File: src/rtl/first_fit_region_allocator_assert.svh
// assertion macros used by the allocator datapath
`ifndef FIRST_FIT_REGION_ALLOCATOR_ASSERT_SVH
`define FIRST_FIT_REGION_ALLOCATOR_ASSERT_SVH

// condition holds at every edge out of reset
`define FFRA_ASSERT_ALWAYS(label, clk, rst, cond, msg) \
   label: assert property (@(posedge clk) disable iff (rst) (cond)) else $error(msg);

// consequent holds in the same cycle as the antecedent
`define FFRA_ASSERT_IMPLY(label, clk, rst, ante, cons, msg) \
   label: assert property (@(posedge clk) disable iff (rst) (ante) |-> (cons)) else $error(msg);

// consequent holds in the cycle after the antecedent
`define FFRA_ASSERT_NEXT(label, clk, rst, ante, cons, msg) \
   label: assert property (@(posedge clk) disable iff (rst) (ante) |=> (cons)) else $error(msg);

`endif

File: src/rtl/ffra_pkg.sv
package ffra_pkg;

   localparam int unsigned     FFRA_MAX_REGIONS  = 32;
   localparam int unsigned     FFRA_ALIGN        = 16;
   localparam longint unsigned FFRA_POOL_MAX     = 64'd65536;
   localparam longint unsigned FFRA_OFFSET_REACH = 64'd65536;

   localparam int unsigned POOL_W   = 17;
   localparam int unsigned FIELD_W  = 17;
   localparam int unsigned OFFSET_W = 16;
   localparam int unsigned SUM_W    = 18;
   localparam int unsigned CUR_W    = 18;
   localparam int unsigned NEED_W   = 19;

   typedef enum logic [2:0] {
      STATUS_OK         = 3'd0,
      STATUS_NO_SPACE   = 3'd1,
      STATUS_TABLE_FULL = 3'd2,
      STATUS_NOT_FOUND  = 3'd3,
      STATUS_ZERO_SIZE  = 3'd4
   } status_type;

   typedef enum logic {
      MODE_ALLOC = 1'b0,
      MODE_FREE  = 1'b1
   } mode_type;

   typedef struct packed {
      mode_type            mode;
      logic [16:0]         request_size;
      logic [OFFSET_W-1:0] free_offset;
   } ffra_req_type;

   typedef struct packed {
      status_type          status;
      logic [OFFSET_W-1:0] region_offset;
   } ffra_rsp_type;

   typedef enum logic [2:0] {
      CTL_IDLE,
      CTL_CHECK,
      CTL_SIZE,
      CTL_SCAN,
      CTL_INSERT,
      CTL_REMOVE,
      CTL_DONE
   } ctl_state_type;

   typedef enum logic [3:0] {
      OP_NONE,
      OP_CAPTURE,
      OP_SCAN_START,
      OP_SCAN_NEXT,
      OP_INS_START,
      OP_INS_STEP,
      OP_INS_PLACE,
      OP_REM_START,
      OP_REM_STEP,
      OP_REM_DONE
   } dp_op_type;

   typedef struct packed {
      dp_op_type  op;
      logic       rsp_load;
      status_type rsp_status;
   } ffra_cmd_type;

   typedef struct packed {
      logic is_free;
      logic req_zero;
      logic table_full;
      logic at_end;
      logic fit;
      logic end_fit;
      logic match;
      logic sh_at_pos;
      logic sh_at_last;
      logic rsp_free;
   } ffra_stat_type;

endpackage

File: src/rtl/first_fit_region_allocator.sv
// first-fit region allocator: keeps a sorted table of used regions (start, length) in a
// single-port-write, registered-read ram of MAX_REGIONS entries and serves one request beat
// at a time. an allocate rounds its size up to ALIGN, walks the table from the lowest start
// and places the region in the first gap that fits inside the pool, then opens a slot by
// moving the later entries up one place; a free walks the table for a matching start and
// closes the slot by moving the later entries down. every request yields exactly one
// result beat. with n regions held, an allocate that lands at table position p walks the
// table up to that position and moves the n - p entries at and above it up one place; a
// free walks the table up to its match or to its end. the table walk and the entry moves
// each go one entry at a time through the ram port; early outs (zero size, table full)
// skip both. the result sits in an output register, so the next request beat is taken
// while a result still waits; a result left untaken holds the sequencer in its hand-off
// state and so stalls the request side. csr_wr_data sets the pool size and should only
// be written while no request is in flight; no clearing pass is needed after reset.
module first_fit_region_allocator import ffra_pkg::*; #(
   parameter int unsigned     MAX_REGIONS = FFRA_MAX_REGIONS,
   parameter int unsigned     ALIGN       = FFRA_ALIGN,
   parameter longint unsigned POOL_MAX    = FFRA_POOL_MAX
) (
   input  logic              clock,
   input  logic              reset,
   // request beats
   input  logic              req_valid,
   output logic              req_ready,
   input  ffra_req_type      req_data,
   // result beats
   output logic              rsp_valid,
   input  logic              rsp_ready,
   output ffra_rsp_type      rsp_data,
   // pool size register
   input  logic              csr_wr_en,
   input  logic [POOL_W-1:0] csr_wr_data
);

   // command and status between sequencer and datapath
   ffra_cmd_type  cmd;
   ffra_stat_type stat;

   // sequencer: capture, size rounding, table walk, entry moves, result hand-off
   ffra_ctrl u_ctrl (
      .clock     (clock),
      .reset     (reset),
      .req_valid (req_valid),
      .req_ready (req_ready),
      .stat      (stat),
      .cmd       (cmd)
   );

   // datapath: pool register, region count, cursor, size rounding and the region table
   ffra_dp #(
      .MAX_REGIONS (MAX_REGIONS),
      .ALIGN       (ALIGN),
      .POOL_MAX    (POOL_MAX)
   ) u_dp (
      .clock       (clock),
      .reset       (reset),
      .csr_wr_en   (csr_wr_en),
      .csr_wr_data (csr_wr_data),
      .req_data    (req_data),
      .rsp_valid   (rsp_valid),
      .rsp_ready   (rsp_ready),
      .rsp_data    (rsp_data),
      .cmd         (cmd),
      .stat        (stat)
   );

endmodule

File: src/rtl/ffra_ram.sv
module ffra_ram #(
   parameter int unsigned WIDTH = 8,
   parameter int unsigned DEPTH = 16
) (
   input  logic                                          clock,
   input  logic                                          wr_en,
   input  logic [((DEPTH > 1) ? $clog2(DEPTH) : 1)-1:0] wr_addr,
   input  logic [WIDTH-1:0]                              wr_data,
   input  logic [((DEPTH > 1) ? $clog2(DEPTH) : 1)-1:0] rd_addr,
   output logic [WIDTH-1:0]                              rd_data
);

   logic [WIDTH-1:0] mem_ff [DEPTH];
   logic [WIDTH-1:0] rd_data_ff;

   always_ff @(posedge clock) begin
      if (wr_en) begin
         mem_ff[wr_addr] <= wr_data;
      end
      rd_data_ff <= mem_ff[rd_addr];
   end

   assign rd_data = rd_data_ff;

endmodule

File: src/rtl/ffra_ctrl.sv
module ffra_ctrl import ffra_pkg::*; (
   input  logic          clock,
   input  logic          reset,
   input  logic          req_valid,
   output logic          req_ready,
   input  ffra_stat_type stat,
   output ffra_cmd_type  cmd
);

   ctl_state_type state_ff, state_in;
   status_type    code_ff, code_in;

   always_ff @(posedge clock) begin
      if (reset) begin
         state_ff <= CTL_IDLE;
      end else begin
         state_ff <= state_in;
      end
      code_ff <= code_in;
   end

   always_comb begin
      state_in       = state_ff;
      code_in        = code_ff;
      req_ready      = 1'b0;
      cmd.op         = OP_NONE;
      cmd.rsp_load   = 1'b0;
      cmd.rsp_status = code_ff;
      case (state_ff)
         CTL_IDLE: begin
            // no beat is taken while reset is held
            req_ready = !reset;
            if (req_valid && !reset) begin
               cmd.op   = OP_CAPTURE;
               state_in = CTL_CHECK;
            end
         end
         CTL_CHECK: begin
            if (stat.is_free) begin
               cmd.op   = OP_SCAN_START;
               state_in = CTL_SCAN;
            end else if (stat.req_zero) begin
               code_in  = STATUS_ZERO_SIZE;
               state_in = CTL_DONE;
            end else if (stat.table_full) begin
               code_in  = STATUS_TABLE_FULL;
               state_in = CTL_DONE;
            end else begin
               state_in = CTL_SIZE;
            end
         end
         CTL_SIZE: begin
            cmd.op   = OP_SCAN_START;
            state_in = CTL_SCAN;
         end
         CTL_SCAN: begin
            if (stat.is_free) begin
               if (stat.at_end) begin
                  code_in  = STATUS_NOT_FOUND;
                  state_in = CTL_DONE;
               end else if (stat.match) begin
                  cmd.op   = OP_REM_START;
                  state_in = CTL_REMOVE;
               end else begin
                  cmd.op = OP_SCAN_NEXT;
               end
            end else begin
               if (stat.at_end) begin
                  if (stat.end_fit) begin
                     cmd.op   = OP_INS_START;
                     state_in = CTL_INSERT;
                  end else begin
                     code_in  = STATUS_NO_SPACE;
                     state_in = CTL_DONE;
                  end
               end else if (stat.fit) begin
                  cmd.op   = OP_INS_START;
                  state_in = CTL_INSERT;
               end else begin
                  cmd.op = OP_SCAN_NEXT;
               end
            end
         end
         CTL_INSERT: begin
            if (stat.sh_at_pos) begin
               cmd.op   = OP_INS_PLACE;
               code_in  = STATUS_OK;
               state_in = CTL_DONE;
            end else begin
               cmd.op = OP_INS_STEP;
            end
         end
         CTL_REMOVE: begin
            if (stat.sh_at_last) begin
               cmd.op   = OP_REM_DONE;
               code_in  = STATUS_OK;
               state_in = CTL_DONE;
            end else begin
               cmd.op = OP_REM_STEP;
            end
         end
         CTL_DONE: begin
            if (stat.rsp_free) begin
               cmd.rsp_load = 1'b1;
               state_in     = CTL_IDLE;
            end
         end
         default: begin
            state_in = CTL_IDLE;
         end
      endcase
   end

endmodule

File: src/rtl/ffra_dp.sv
`include "first_fit_region_allocator_assert.svh"

module ffra_dp import ffra_pkg::*; #(
   parameter int unsigned     MAX_REGIONS = FFRA_MAX_REGIONS,
   parameter int unsigned     ALIGN       = FFRA_ALIGN,
   parameter longint unsigned POOL_MAX    = FFRA_POOL_MAX
) (
   input  logic              clock,
   input  logic              reset,
   input  logic              csr_wr_en,
   input  logic [POOL_W-1:0] csr_wr_data,
   input  ffra_req_type      req_data,
   output logic              rsp_valid,
   input  logic              rsp_ready,
   output ffra_rsp_type      rsp_data,
   input  ffra_cmd_type      cmd,
   output ffra_stat_type     stat
);

   localparam int unsigned     CNT_W       = $clog2(MAX_REGIONS + 1);
   localparam int unsigned     IDX_W       = CNT_W + 1;
   localparam int unsigned     ADDR_W      = (MAX_REGIONS > 1) ? $clog2(MAX_REGIONS) : 1;
   localparam int unsigned     ENTRY_W     = 2 * FIELD_W;
   localparam int unsigned     RECIP_SHIFT = SUM_W + $clog2(ALIGN);
   localparam int unsigned     RECIP_W     = RECIP_SHIFT + 1;
   localparam longint unsigned RECIP       = ((64'd1 << RECIP_SHIFT) + ALIGN - 1) / ALIGN;
   localparam int unsigned     PROD_W      = SUM_W + RECIP_W;
   localparam logic [RECIP_W-1:0] RECIP_V  = RECIP_W'(RECIP);
   localparam logic [SUM_W-1:0]   ALIGN_V  = SUM_W'(ALIGN);
   localparam logic [SUM_W-1:0]   ALIGN_M1 = SUM_W'(ALIGN - 1);
   localparam logic [CNT_W-1:0]   MAX_COUNT = CNT_W'(MAX_REGIONS);
   localparam logic [IDX_W-1:0]   MAX_IDX   = IDX_W'(MAX_REGIONS);
   localparam logic [POOL_W-1:0]  POOL_CAP  =
      POOL_W'((POOL_MAX < FFRA_OFFSET_REACH) ? POOL_MAX : FFRA_OFFSET_REACH);

   ffra_req_type        req_ff, req_in;
   logic [POOL_W-1:0]   pool_ff, pool_in;
   logic [CNT_W-1:0]    count_ff, count_in;
   logic [CNT_W-1:0]    ev_ff, ev_in;
   logic [CNT_W-1:0]    sh_ff, sh_in;
   logic [CNT_W-1:0]    pos_ff, pos_in;
   logic [CUR_W-1:0]    cursor_ff, cursor_in;
   logic [PROD_W-1:0]   prod_ff, prod_in;
   logic [SUM_W-1:0]    size_ff, size_in;
   logic                rsp_valid_ff, rsp_valid_in;
   ffra_rsp_type        rsp_data_ff, rsp_data_in;

   logic [SUM_W-1:0]    round_sum;
   logic [SUM_W-1:0]    quot;
   logic [POOL_W-1:0]   pool_use;
   logic [NEED_W-1:0]   need;
   logic [FIELD_W-1:0]  rd_start, rd_len;
   logic [IDX_W-1:0]    rd_idx;
   logic [CNT_W-1:0]    wr_idx;
   logic [ADDR_W-1:0]   ram_raddr, ram_waddr;
   logic                ram_we;
   logic [ENTRY_W-1:0]  ram_wdata, ram_rdata;

   ffra_ram #(
      .WIDTH (ENTRY_W),
      .DEPTH (MAX_REGIONS)
   ) u_table (
      .clock   (clock),
      .wr_en   (ram_we),
      .wr_addr (ram_waddr),
      .wr_data (ram_wdata),
      .rd_addr (ram_raddr),
      .rd_data (ram_rdata)
   );

   // round up by a reciprocal multiply, exact for every 18-bit sum
   assign round_sum = SUM_W'(req_ff.request_size) + ALIGN_M1;
   assign prod_in   = PROD_W'(round_sum) * PROD_W'(RECIP_V);
   assign quot      = prod_ff[RECIP_SHIFT +: SUM_W];
   assign size_in   = quot * ALIGN_V;

   assign pool_use = (pool_ff > POOL_CAP) ? POOL_CAP : pool_ff;
   assign rd_start = ram_rdata[ENTRY_W-1 -: FIELD_W];
   assign rd_len   = ram_rdata[FIELD_W-1:0];
   assign need     = NEED_W'(cursor_ff) + NEED_W'(size_ff);

   always_comb begin
      case (cmd.op)
         OP_SCAN_NEXT: rd_idx = IDX_W'(ev_ff) + IDX_W'(1);
         OP_INS_START: rd_idx = IDX_W'(count_ff) - IDX_W'(1);
         OP_INS_STEP:  rd_idx = IDX_W'(sh_ff) - IDX_W'(2);
         OP_REM_START: rd_idx = IDX_W'(ev_ff) + IDX_W'(1);
         OP_REM_STEP:  rd_idx = IDX_W'(sh_ff) + IDX_W'(2);
         default:      rd_idx = '0;
      endcase
   end

   // reads past either end carry nothing that is used
   assign ram_raddr = (rd_idx < MAX_IDX) ? rd_idx[ADDR_W-1:0] : '0;
   assign wr_idx    = (cmd.op == OP_INS_PLACE) ? pos_ff : sh_ff;
   assign ram_waddr = wr_idx[ADDR_W-1:0];
   assign ram_we    = (cmd.op == OP_INS_STEP) || (cmd.op == OP_REM_STEP) ||
                      (cmd.op == OP_INS_PLACE);
   assign ram_wdata = (cmd.op == OP_INS_PLACE) ?
                      {FIELD_W'(cursor_ff), FIELD_W'(size_ff)} : ram_rdata;

   always_comb begin
      req_in    = req_ff;
      pool_in   = csr_wr_en ? csr_wr_data : pool_ff;
      count_in  = count_ff;
      ev_in     = ev_ff;
      sh_in     = sh_ff;
      pos_in    = pos_ff;
      cursor_in = cursor_ff;
      case (cmd.op)
         OP_CAPTURE: begin
            req_in = req_data;
         end
         OP_SCAN_START: begin
            ev_in     = '0;
            cursor_in = '0;
         end
         OP_SCAN_NEXT: begin
            ev_in     = ev_ff + CNT_W'(1);
            cursor_in = CUR_W'(rd_start) + CUR_W'(rd_len);
         end
         OP_INS_START: begin
            pos_in = ev_ff;
            sh_in  = count_ff;
         end
         OP_INS_STEP: begin
            sh_in = sh_ff - CNT_W'(1);
         end
         OP_INS_PLACE: begin
            count_in = count_ff + CNT_W'(1);
         end
         OP_REM_START: begin
            sh_in = ev_ff;
         end
         OP_REM_STEP: begin
            sh_in = sh_ff + CNT_W'(1);
         end
         OP_REM_DONE: begin
            count_in = count_ff - CNT_W'(1);
         end
         default: begin
         end
      endcase
   end

   always_comb begin
      rsp_valid_in = rsp_valid_ff && !rsp_ready;
      rsp_data_in  = rsp_data_ff;
      if (cmd.rsp_load) begin
         rsp_valid_in         = 1'b1;
         rsp_data_in.status   = cmd.rsp_status;
         rsp_data_in.region_offset =
            ((cmd.rsp_status == STATUS_OK) && (req_ff.mode == MODE_ALLOC)) ?
            cursor_ff[OFFSET_W-1:0] : '0;
      end
   end

   always_ff @(posedge clock) begin
      if (reset) begin
         pool_ff      <= POOL_W'(FFRA_OFFSET_REACH);
         count_ff     <= '0;
         rsp_valid_ff <= 1'b0;
      end else begin
         pool_ff      <= pool_in;
         count_ff     <= count_in;
         rsp_valid_ff <= rsp_valid_in;
      end
      req_ff      <= req_in;
      ev_ff       <= ev_in;
      sh_ff       <= sh_in;
      pos_ff      <= pos_in;
      cursor_ff   <= cursor_in;
      prod_ff     <= prod_in;
      size_ff     <= size_in;
      rsp_data_ff <= rsp_data_in;
   end

   assign stat.is_free    = (req_ff.mode == MODE_FREE);
   assign stat.req_zero   = (req_ff.request_size == '0);
   assign stat.table_full = (count_ff == MAX_COUNT);
   assign stat.at_end     = (ev_ff == count_ff);
   assign stat.fit        = (NEED_W'(rd_start) >= need) && (NEED_W'(pool_use) >= need);
   assign stat.end_fit    = (NEED_W'(pool_use) >= need);
   assign stat.match      = (rd_start == FIELD_W'(req_ff.free_offset));
   assign stat.sh_at_pos  = (sh_ff == pos_ff);
   assign stat.sh_at_last = ((IDX_W'(sh_ff) + IDX_W'(1)) == IDX_W'(count_ff));
   assign stat.rsp_free   = !rsp_valid_ff || rsp_ready;

   assign rsp_valid = rsp_valid_ff;
   assign rsp_data  = rsp_data_ff;

   `FFRA_ASSERT_ALWAYS(a_count_bound, clock, reset, count_ff <= MAX_COUNT, "region count beyond table depth")
   `FFRA_ASSERT_IMPLY(a_place_room, clock, reset, cmd.op == OP_INS_PLACE, count_ff < MAX_COUNT, "insert into a full table")
   `FFRA_ASSERT_IMPLY(a_load_slot, clock, reset, cmd.rsp_load, !rsp_valid_ff || rsp_ready, "result overwrites an untaken beat")
   `FFRA_ASSERT_NEXT(a_load_shows, clock, reset, cmd.rsp_load, rsp_valid_ff, "loaded result not presented")

endmodule
File: config.mk
export PLATFORM = sky130hd
export DESIGN_NAME = first_fit_region_allocator
export DESIGN_NICKNAME = d
export VERILOG_FILES = /design/src/rtl/ffra_pkg.sv /design/src/rtl/first_fit_region_allocator.sv /design/src/rtl/ffra_ram.sv /design/src/rtl/ffra_ctrl.sv /design/src/rtl/ffra_dp.sv
export VERILOG_INCLUDE_DIRS = /design/src /design/src/rtl
export SDC_FILE = /design/constraint.sdc
export NUM_CORES = 2
export LEC_CHECK = 0
export ABC_AREA = 1
export BUFFER_PORTS_ARGS = -buffer_cell sky130_fd_sc_hd__buf_2
export CORE_MARGIN = 4
export CORE_UTILIZATION = 57
export DETAILED_ROUTE_END_ITERATION = 6
export PLACE_DENSITY_LB_ADDON = 0.08
export SLEW_MARGIN = 20
export SYNTH_ARGS = -nofsm -noshare
export SYNTH_HDL_FRONTEND = slang
export SYNTH_SLANG_ARGS = --single-unit
File: constraint.sdc
create_clock -name clock -period 6.25 [get_ports clock]
set_clock_uncertainty 0.1 [all_clocks]
set_input_delay 0.3125 -clock clock [delete_from_list [all_inputs] [get_ports clock]]
set_output_delay 0.3125 -clock clock [all_outputs]
set_load 0.02 [all_outputs]
Yosys cells after proc, flatten, opt, wreduce, memory -nomap -nowiden
Memory sizes are Yosys's and may differ from the RTL's. A register that Yosys moved wholly into a read port is not among the register bits.
Index checks and enable logic that the tools add are counted.

cells by class
  add/subtract/negate cells = 13
  order comparisons = 4
  equality and inequality tests = 30
  mux-type cells = 50
  bitwise logic cells = 1
  reduce and logical (&&, ||, !) cells = 20

operator list
  cell                                              count
  two-way mux 3 bit                                 24
  greater-or-equal comparator 17 x 19 -> 1 bit      2
  one-hot mux 18 bit (2 select lines)               1
  two-way mux 34 bit                                1
  one-hot mux 7 bit (4 select lines)                1
  one-hot mux 4 bit (6 select lines)                1
  one-hot mux 6 bit (2 select lines)                2
  one-hot mux 6 bit (4 select lines)                1
  one-hot mux 3 bit (7 select lines)                1
  adder 18 x 18 -> 19 bit                           1
  adder 17 x 17 -> 18 bit                           1
  adder 17 x 4 -> 18 bit, second input constant     1
  adder 6 x 1 -> 6 bit, second input constant       3
  == test 17 x 16 -> 1 bit                          1
  > comparator 17 bit, second input constant        1
  logical NOT 17 bit                                1
  two-way mux 17 bit                                1
  == test 4 x 3 -> 1 bit, second input constant     4
  adder 6 x 1 -> 7 bit, second input constant       2
  == test 6 bit                                     2
  two-way mux 4 bit                                 3
  one-hot mux 3 bit (4 select lines)                1
  subtractor 6 x 1 -> 6 bit, second input constant  2
  two-way mux 5 bit                                 2
  other kinds (30)                                  58

storage, ports and cells
  bits in registers = 151
  RAM bits = 1088
  input port bits = 56
  memories = 1

memory list
  name                 depth  width  read ports  clocked after Yosys merged registers in  wr ports  RTL line        RTL
  u_dp.u_table.mem_ff  32     34     1           1                                        1         ffra_ram.sv:13  logic [WIDTH-1:0] mem_ff [DEPTH];

Logic depth before layout (Yosys ltp)
  word-level depth = 13
  gate-level depth with buffers = 40
  depth with buffers taken out = 37

Modules after synthesis
A second synthesis with hierarchy kept.

second synthesis, totals
  cell total of the unflattened synthesis = 4919
  area, all modules = 54086.9 sq um

by module, submodules not included
  module     times used  cells an instance  area each (sq um)
  ffra_ram   1           3754               44662.8
  ffra_dp    1           1068               8792.2
  ffra_ctrl  1           97                 631.9

Worst setup path after synthesis
OpenSTA, ideal clock, no wires.

  path kind = register to register
  start point = reg u_dp.cursor_ff[4]
  end point = reg u_dp.cursor_ff[0], enable pin
  arrival time = 4118 ps
  slack = 1612 ps
  cell stages (with the launch flop) = 28
  period minus slack after synthesis = 4638 ps
  cell sequence = edfxtp_1 ha_1 inv_1 fa_1 inv_1 nand2_1 nand2_1 nand2_1 o21ai_0 xnor2_1 ha_1 nand2_1 inv_1 nand2_1 inv_1 nand2_1 nand3_1 nand2_1 nand2_1 o21ai_1 nand2_1 nand2_1 nand3_1 nand2_1 nor2_4 inv_1 nand3_1 a41oi_1

on the way
  word-level cells in the longest chain between the ends = 9
  elaborated cells on any way between the ends = 12
  those cells by class = 1 x add/sub; 2 x order compare; 2 x eq/ne; 5 x mux; 2 x reduce/logical

ends and longest elaborated chain
  what                                                                    RTL line                        RTL
  start: declaration                                                      ffra_dp.sv:42                   logic [CUR_W-1:0] cursor_ff, cursor_in;
  start signal: assignment                                                ffra_dp.sv:172                  cursor_ff <= cursor_in;
  adder 18 x 18 -> 19 bit *                                               ffra_dp.sv:80                   assign need = NEED_W'(cursor_ff) + NEED_W'(size_ff);
  greater-or-equal comparator 17 x 19 -> 1 bit, on equally long branches  ffra_dp.sv:182, ffra_dp.sv:183
  logical AND 1 bit                                                       ffra_dp.sv:182                  assign stat.fit = (NEED_W'(rd_start) >= need) && (NEED_W'(pool_use) >= need);
  two-way mux 3 bit                                                       ffra_ctrl.sv:76                 end else if (stat.fit) begin
  two-way mux 4 bit *                                                     ffra_ctrl.sv:68                 if (stat.at_end) begin
  two-way mux 4 bit *                                                     ffra_ctrl.sv:57                 if (stat.is_free) begin
  one-hot mux 4 bit (6 select lines) *                                    ffra_ctrl.sv:29                 case (state_ff)
  == test 4 x 2 -> 1 bit                                                  ffra_dp.sv:110                  case (cmd.op)
  nonzero test 2 bit (no line) *                                          -

Every way passes the cells marked *; elsewhere a longest branch is shown, timed or not.
A chain may end at the register's enable or synchronous reset.

Final worst setup path
  start point = reg u_dp.cursor_ff[6]
  end point = reg u_dp.u_table.rd_data_ff[28] (netlist: u_dp.u_table.rd_data[28]), read port of u_dp.u_table.mem_ff

on the way
  word-level cells in the longest chain between the ends = 12
  elaborated cells on any way between the ends = 18
  those cells by class = 1 x add/sub; 3 x order compare; 5 x eq/ne; 7 x mux; 2 x reduce/logical

ends and longest elaborated chain
  what                                                                    RTL line                        RTL
  adder 18 x 18 -> 19 bit *                                               ffra_dp.sv:80
  greater-or-equal comparator 17 x 19 -> 1 bit, on equally long branches  ffra_dp.sv:182, ffra_dp.sv:183
  logical AND 1 bit                                                       ffra_dp.sv:182
  two-way mux 3 bit                                                       ffra_ctrl.sv:76
  two-way mux 4 bit *                                                     ffra_ctrl.sv:68
  two-way mux 4 bit *                                                     ffra_ctrl.sv:57
  one-hot mux 4 bit (6 select lines) *                                    ffra_ctrl.sv:29
  == test 4 x 3 -> 1 bit or == test 4 x 2 -> 1 bit (tied branches)        ffra_dp.sv:83                   case (cmd.op)
  OR reduction 2 bit (no line)                                            -
  one-hot mux 7 bit (4 select lines) *                                    ffra_dp.sv:83
  less-than comparator 7 x 6 -> 1 bit                                     ffra_dp.sv:94                   assign ram_raddr = (rd_idx < MAX_IDX) ? rd_idx[ADDR_W-1:0] : '0;
  two-way mux 5 bit *                                                     ffra_dp.sv:94
  end: declaration                                                        ffra_ram.sv:14                  logic [WIDTH-1:0] rd_data_ff;

Marks and branches as above.

==> impl_results.md <==
- Worst path most repeated cell: nand2_1
- Wire length of the first global-routing pass: 247,000 um
- I/O pin count: slightly below 80
- CP Data Required Time: between 6000 and 7000 ps
- Syn_nets: roughly 5,700
- Leakage power: 26.4 nW
- Gate power share: 0.372
- Peak clock frequency supported by timing: approximately 0.18 GHz
- Status: completed
- Aggregate global-route resource usage: 0.310
- Proportion of synthesized chip area in sequential cells: 0.652
- Final TNS setup: 0 ps
- Largest vdd supply drop: roughly 0.67 mV
- Switch share: 0.389
- Initial antenna violation count: 2
- Data arrival time of the critical path: 6130 ps
- Core Rows: around 120
- Most frequently used cell type in the post-synthesis netlist: nand2_1
- Number of distinct library cells after synthesis: 44
- Number of failing hold endpoints at the final stage: 0
- Share of power burned in registers: 0.372
- Largest driver fanout on the critical path: 58
- FF+latch count, synth: roughly 1,300
- Pint: roughly 19 mW
- Insertion delay of the later-clocked pin in the worst-skew pair: 750 ps
- Synthesized instance count: between 5,000 and 6,000
- Placed cell count: between 6,000 and 7,000
- Clock-pin slew on the worst setup and hold paths: 60 ps
- Routability congestion estimate from global placement: about 0.96
- Largest stage delay, worst path: between 400 and 500 ps
- Post-route ant nets: 0
- Overall routed net length: roughly 170,000 um
- Overall Power: about 31 mW
- Max-Slew Margin vs Limit: 0.232
- Number of enable-type register cells in the synthesized netlist: about 1,200
- CTS HTree Levels: 4
- Floorplan die area: ~110,000 um2
- Starting utilization of the core area: 0.578
- Design area: roughly 64,000 um2
- Via count of the first global-routing pass: between 30,000 and 40,000
- Number of detailed-route iterations in the first pass: 6
- Largest net degree at the start of global routing: a little over 200
- Dominant synthesized flop cell: edfxtp_1
- Number of port buffers: between 70 and 80
- Relative area change from synthesis to final layout: 12.9%
- Clock group share of total power: 0.256
- Clock Root Buffer: clkbuf_16
- Total clock buffers created by CTS: between 100 and 150
- Dpl hpwl: 88,100 um
- Synth area leaders: edfxtp_1 62%, nand3_1 11%, nand2_1 8.3%, inv_1 4.9%, dfxtp_1 3.1%
- DRC: 0
- Post-Place Cell Area: 59,500 um2
- Congestion Overflow GR: 0
- Power density over cell area: 479 nW/um2
- Clk sinks: 1,269
- Vertical extent of the die: 325 um
- RSZ-0062 raised after global routing: no
- Detailed-route via count: around 40,000
- Final Max Tran Viols: 0
- Per-cell routed wire length: ~24 um
- Nature of the critical path startpoint: flop
- Mean cell area of the mapped netlist: around 10 um2
- Period Utilization, post-route: 0.887
- Cell area after synthesis: ~57,000 um2
- Type of the tightest min-delay check: in -> reg
- Max Buffers Root-to-Sink: 3
- Layout cell share with drive strength beyond 1: 0.0786
- Number of fill cells: around 7,600
- Transition at the pin with the smallest max-transition slack: between 1000 and 1500 ps
- Horizontal extent of the die: about 320 um
- Setup violation total in the final timing report: 0
- CTS tree: built
- Kind of end point of the critical path: flop
- Number of warnings printed during yosys synthesis: 0
- Layout net count: roughly 5,700
- Top cells by instance count after synthesis: 1,262 x nand2_1, 1,206 x nand3_1, 1,180 x edfxtp_1, 745 x inv_1, 183 x nor2_1
- Crit path time final: around 5500 ps
- Placeable core area: between 90,000 and 100,000 um2
- Cell taking the most area after synthesis: edfxtp_1
- Finished Layout Cells: between 6,000 and 7,000
- Yosys top cell area share: 0.621
- Cell with the largest stage delay on the worst path: inv_8
- Number of max-cap violations: 0
- Detail-routed via count per cell: between 5 and 6
- Number of resized instances in the post-cts repair step: 0
- Synth async-reset ratio: 0
- P_sw: ~12 mW
- Detailed router's first-iteration violation count: approximately 5,300
- Critical path start-end classification: reg -> reg
==> routing by layer <==
metal / global-route usage / part of all wire
met2: 0.492 / 0.46
met3: 0.0576 / 0.099
met1: 0.432 / 0.40
met5: 0 / 0.000054
met4: 0.117 / 0.039
==> power by group through the flow <==
stage / logic (mW) / clock network, mW / registers (mW)
2_1_floorplan: 7.72 / 0 / 11.3
3_3_place_gp: 11.2 / 0 / 11.6
3_5_place_dp: 11.3 / 0 / 11.6
4_1_cts: 11.4 / 8.01 / 11.5
5_1_grt: 12.7 / 8.37 / 11.5
6_report: 11.5 / 7.91 / 11.5
==> per-stage QoR <==
stage | util | setup slack, ps | hold WS (ps)
3_5_place_dp | 0.602 | 802 | 216
4_1_cts | 0.652 | 769 | 90.5
5_1_grt | 0.652 | 234 | 181
3_3_place_gp | 0.602 | 873 | 213
2_1_floorplan | - | 1610 | 210
6_report | 0.652 | 707 | 152
==> worst max-delay path, delay by kind of cell, from the launching register on <==
family	cells	cell delay [ps]
and+or+nand+nor	21	2530
buffers and inverters	3	860
xor gates and xnor gates	1	220
DFF	1	410
AOI/OAI and AO/OA	4	600
adders and majority gates	2	660
==> cells by family (layout without fill, tap and decap cells) <==
group | count (synthesis) | after routing | share of synthesized area
buffers and inverters | 1064 | 1233 | 0.0754
AOI/OAI and AO/OA | 180 | 180 | 0.0176
and+or+nand+nor | 2868 | 2868 | 0.228
other | 0 | 1 | 0
adders and majority gates | 79 | 79 | 0.0180
xor gates and xnor gates | 58 | 58 | 0.00890
DFF | 1269 | 1269 | 0.652
==> layout make-up <==
class | count | area, um2 | area share
Sequential cell | 1269 | 37200 | 0.577
Multi-Input combinational cell | 3185 | 16000 | 0.248
Clock inverter | 49 | 487 | 0.00755
Timing Repair Buffer | 238 | 2430 | 0.0377
Clock buffer | 193 | 3870 | 0.0600
Tap cell | 1287 | 1610 | 0.0250
Inverter | 753 | 2840 | 0.0441
Antenna cell | 1 | 2.50 | 0.0000388
==> worst paths after layout <==
check                    startpoint                       end  slack, ps  depth (start not counted)
setup / recovery  u_dp.cursor_ff[6]  u_dp.u_table.rd_data[28]        710                         31
hold / removal            rsp_ready        u_ctrl.state_ff[0]        150                          7
setup reg to reg  u_dp.cursor_ff[6]  u_dp.u_table.rd_data[28]        710                         31
hold reg to reg    u_dp.prod_ff[30]          u_dp.size_ff[12]        220                          0
==> layout by cell type, fill, tap and decap left out, types with 4 or more instances in the layout <==
master and n:
nand3b_1 170, nor2_4 38, clkbuf_1 40, clkbuf_16 143, dfxtp_1 89, o21ai_4 4
nor4_1 6, o221ai_1 6, o22ai_1 7, nor3_1 13, buf_4 50, nor2_1 147
o21ai_0 50, fa_1 5, buf_12 55, a21oi_1 71, xor2_1 44, bufinv_16 10
o21ai_2 14, nand2_2 7, clkinv_1 17, nand3_1 1206, dlygate4sd3_1 57, buf_2 76
o2111ai_1 6, nand2_1 1258, ha_1 74, edfxtp_1 1180, nand4_1 8, a211oi_1 5
clkbuf_8 10, xnor2_1 14, inv_1 745, inv_2 5, clkinv_2 19
==> sequential cells by signal (all words and copies together) (netlist names) <==
register	flops
u_ctrl.code_ff	3
u_ctrl.state_ff	3
u_dp.count_ff	6
u_dp.cursor_ff	18
u_dp.ev_ff	6
u_dp.pool_ff	17
u_dp.pos_ff	6
u_dp.prod_ff	14
u_dp.req_ff	33
u_dp.rsp_data	19
u_dp.rsp_valid	1
u_dp.sh_ff	6
u_dp.size_ff	14
u_dp.stat	1
u_dp.u_table.mem_ff	1088
u_dp.u_table.rd_data	34
==> repair_timing <==
action	4_1_cts	5_1_grt
setup buffers	0	0
endpoints found under the hold margin	54	0
setup endpoints to repair	0	0
hold buffers	57	0
Power figures use the tool's default switching activity.
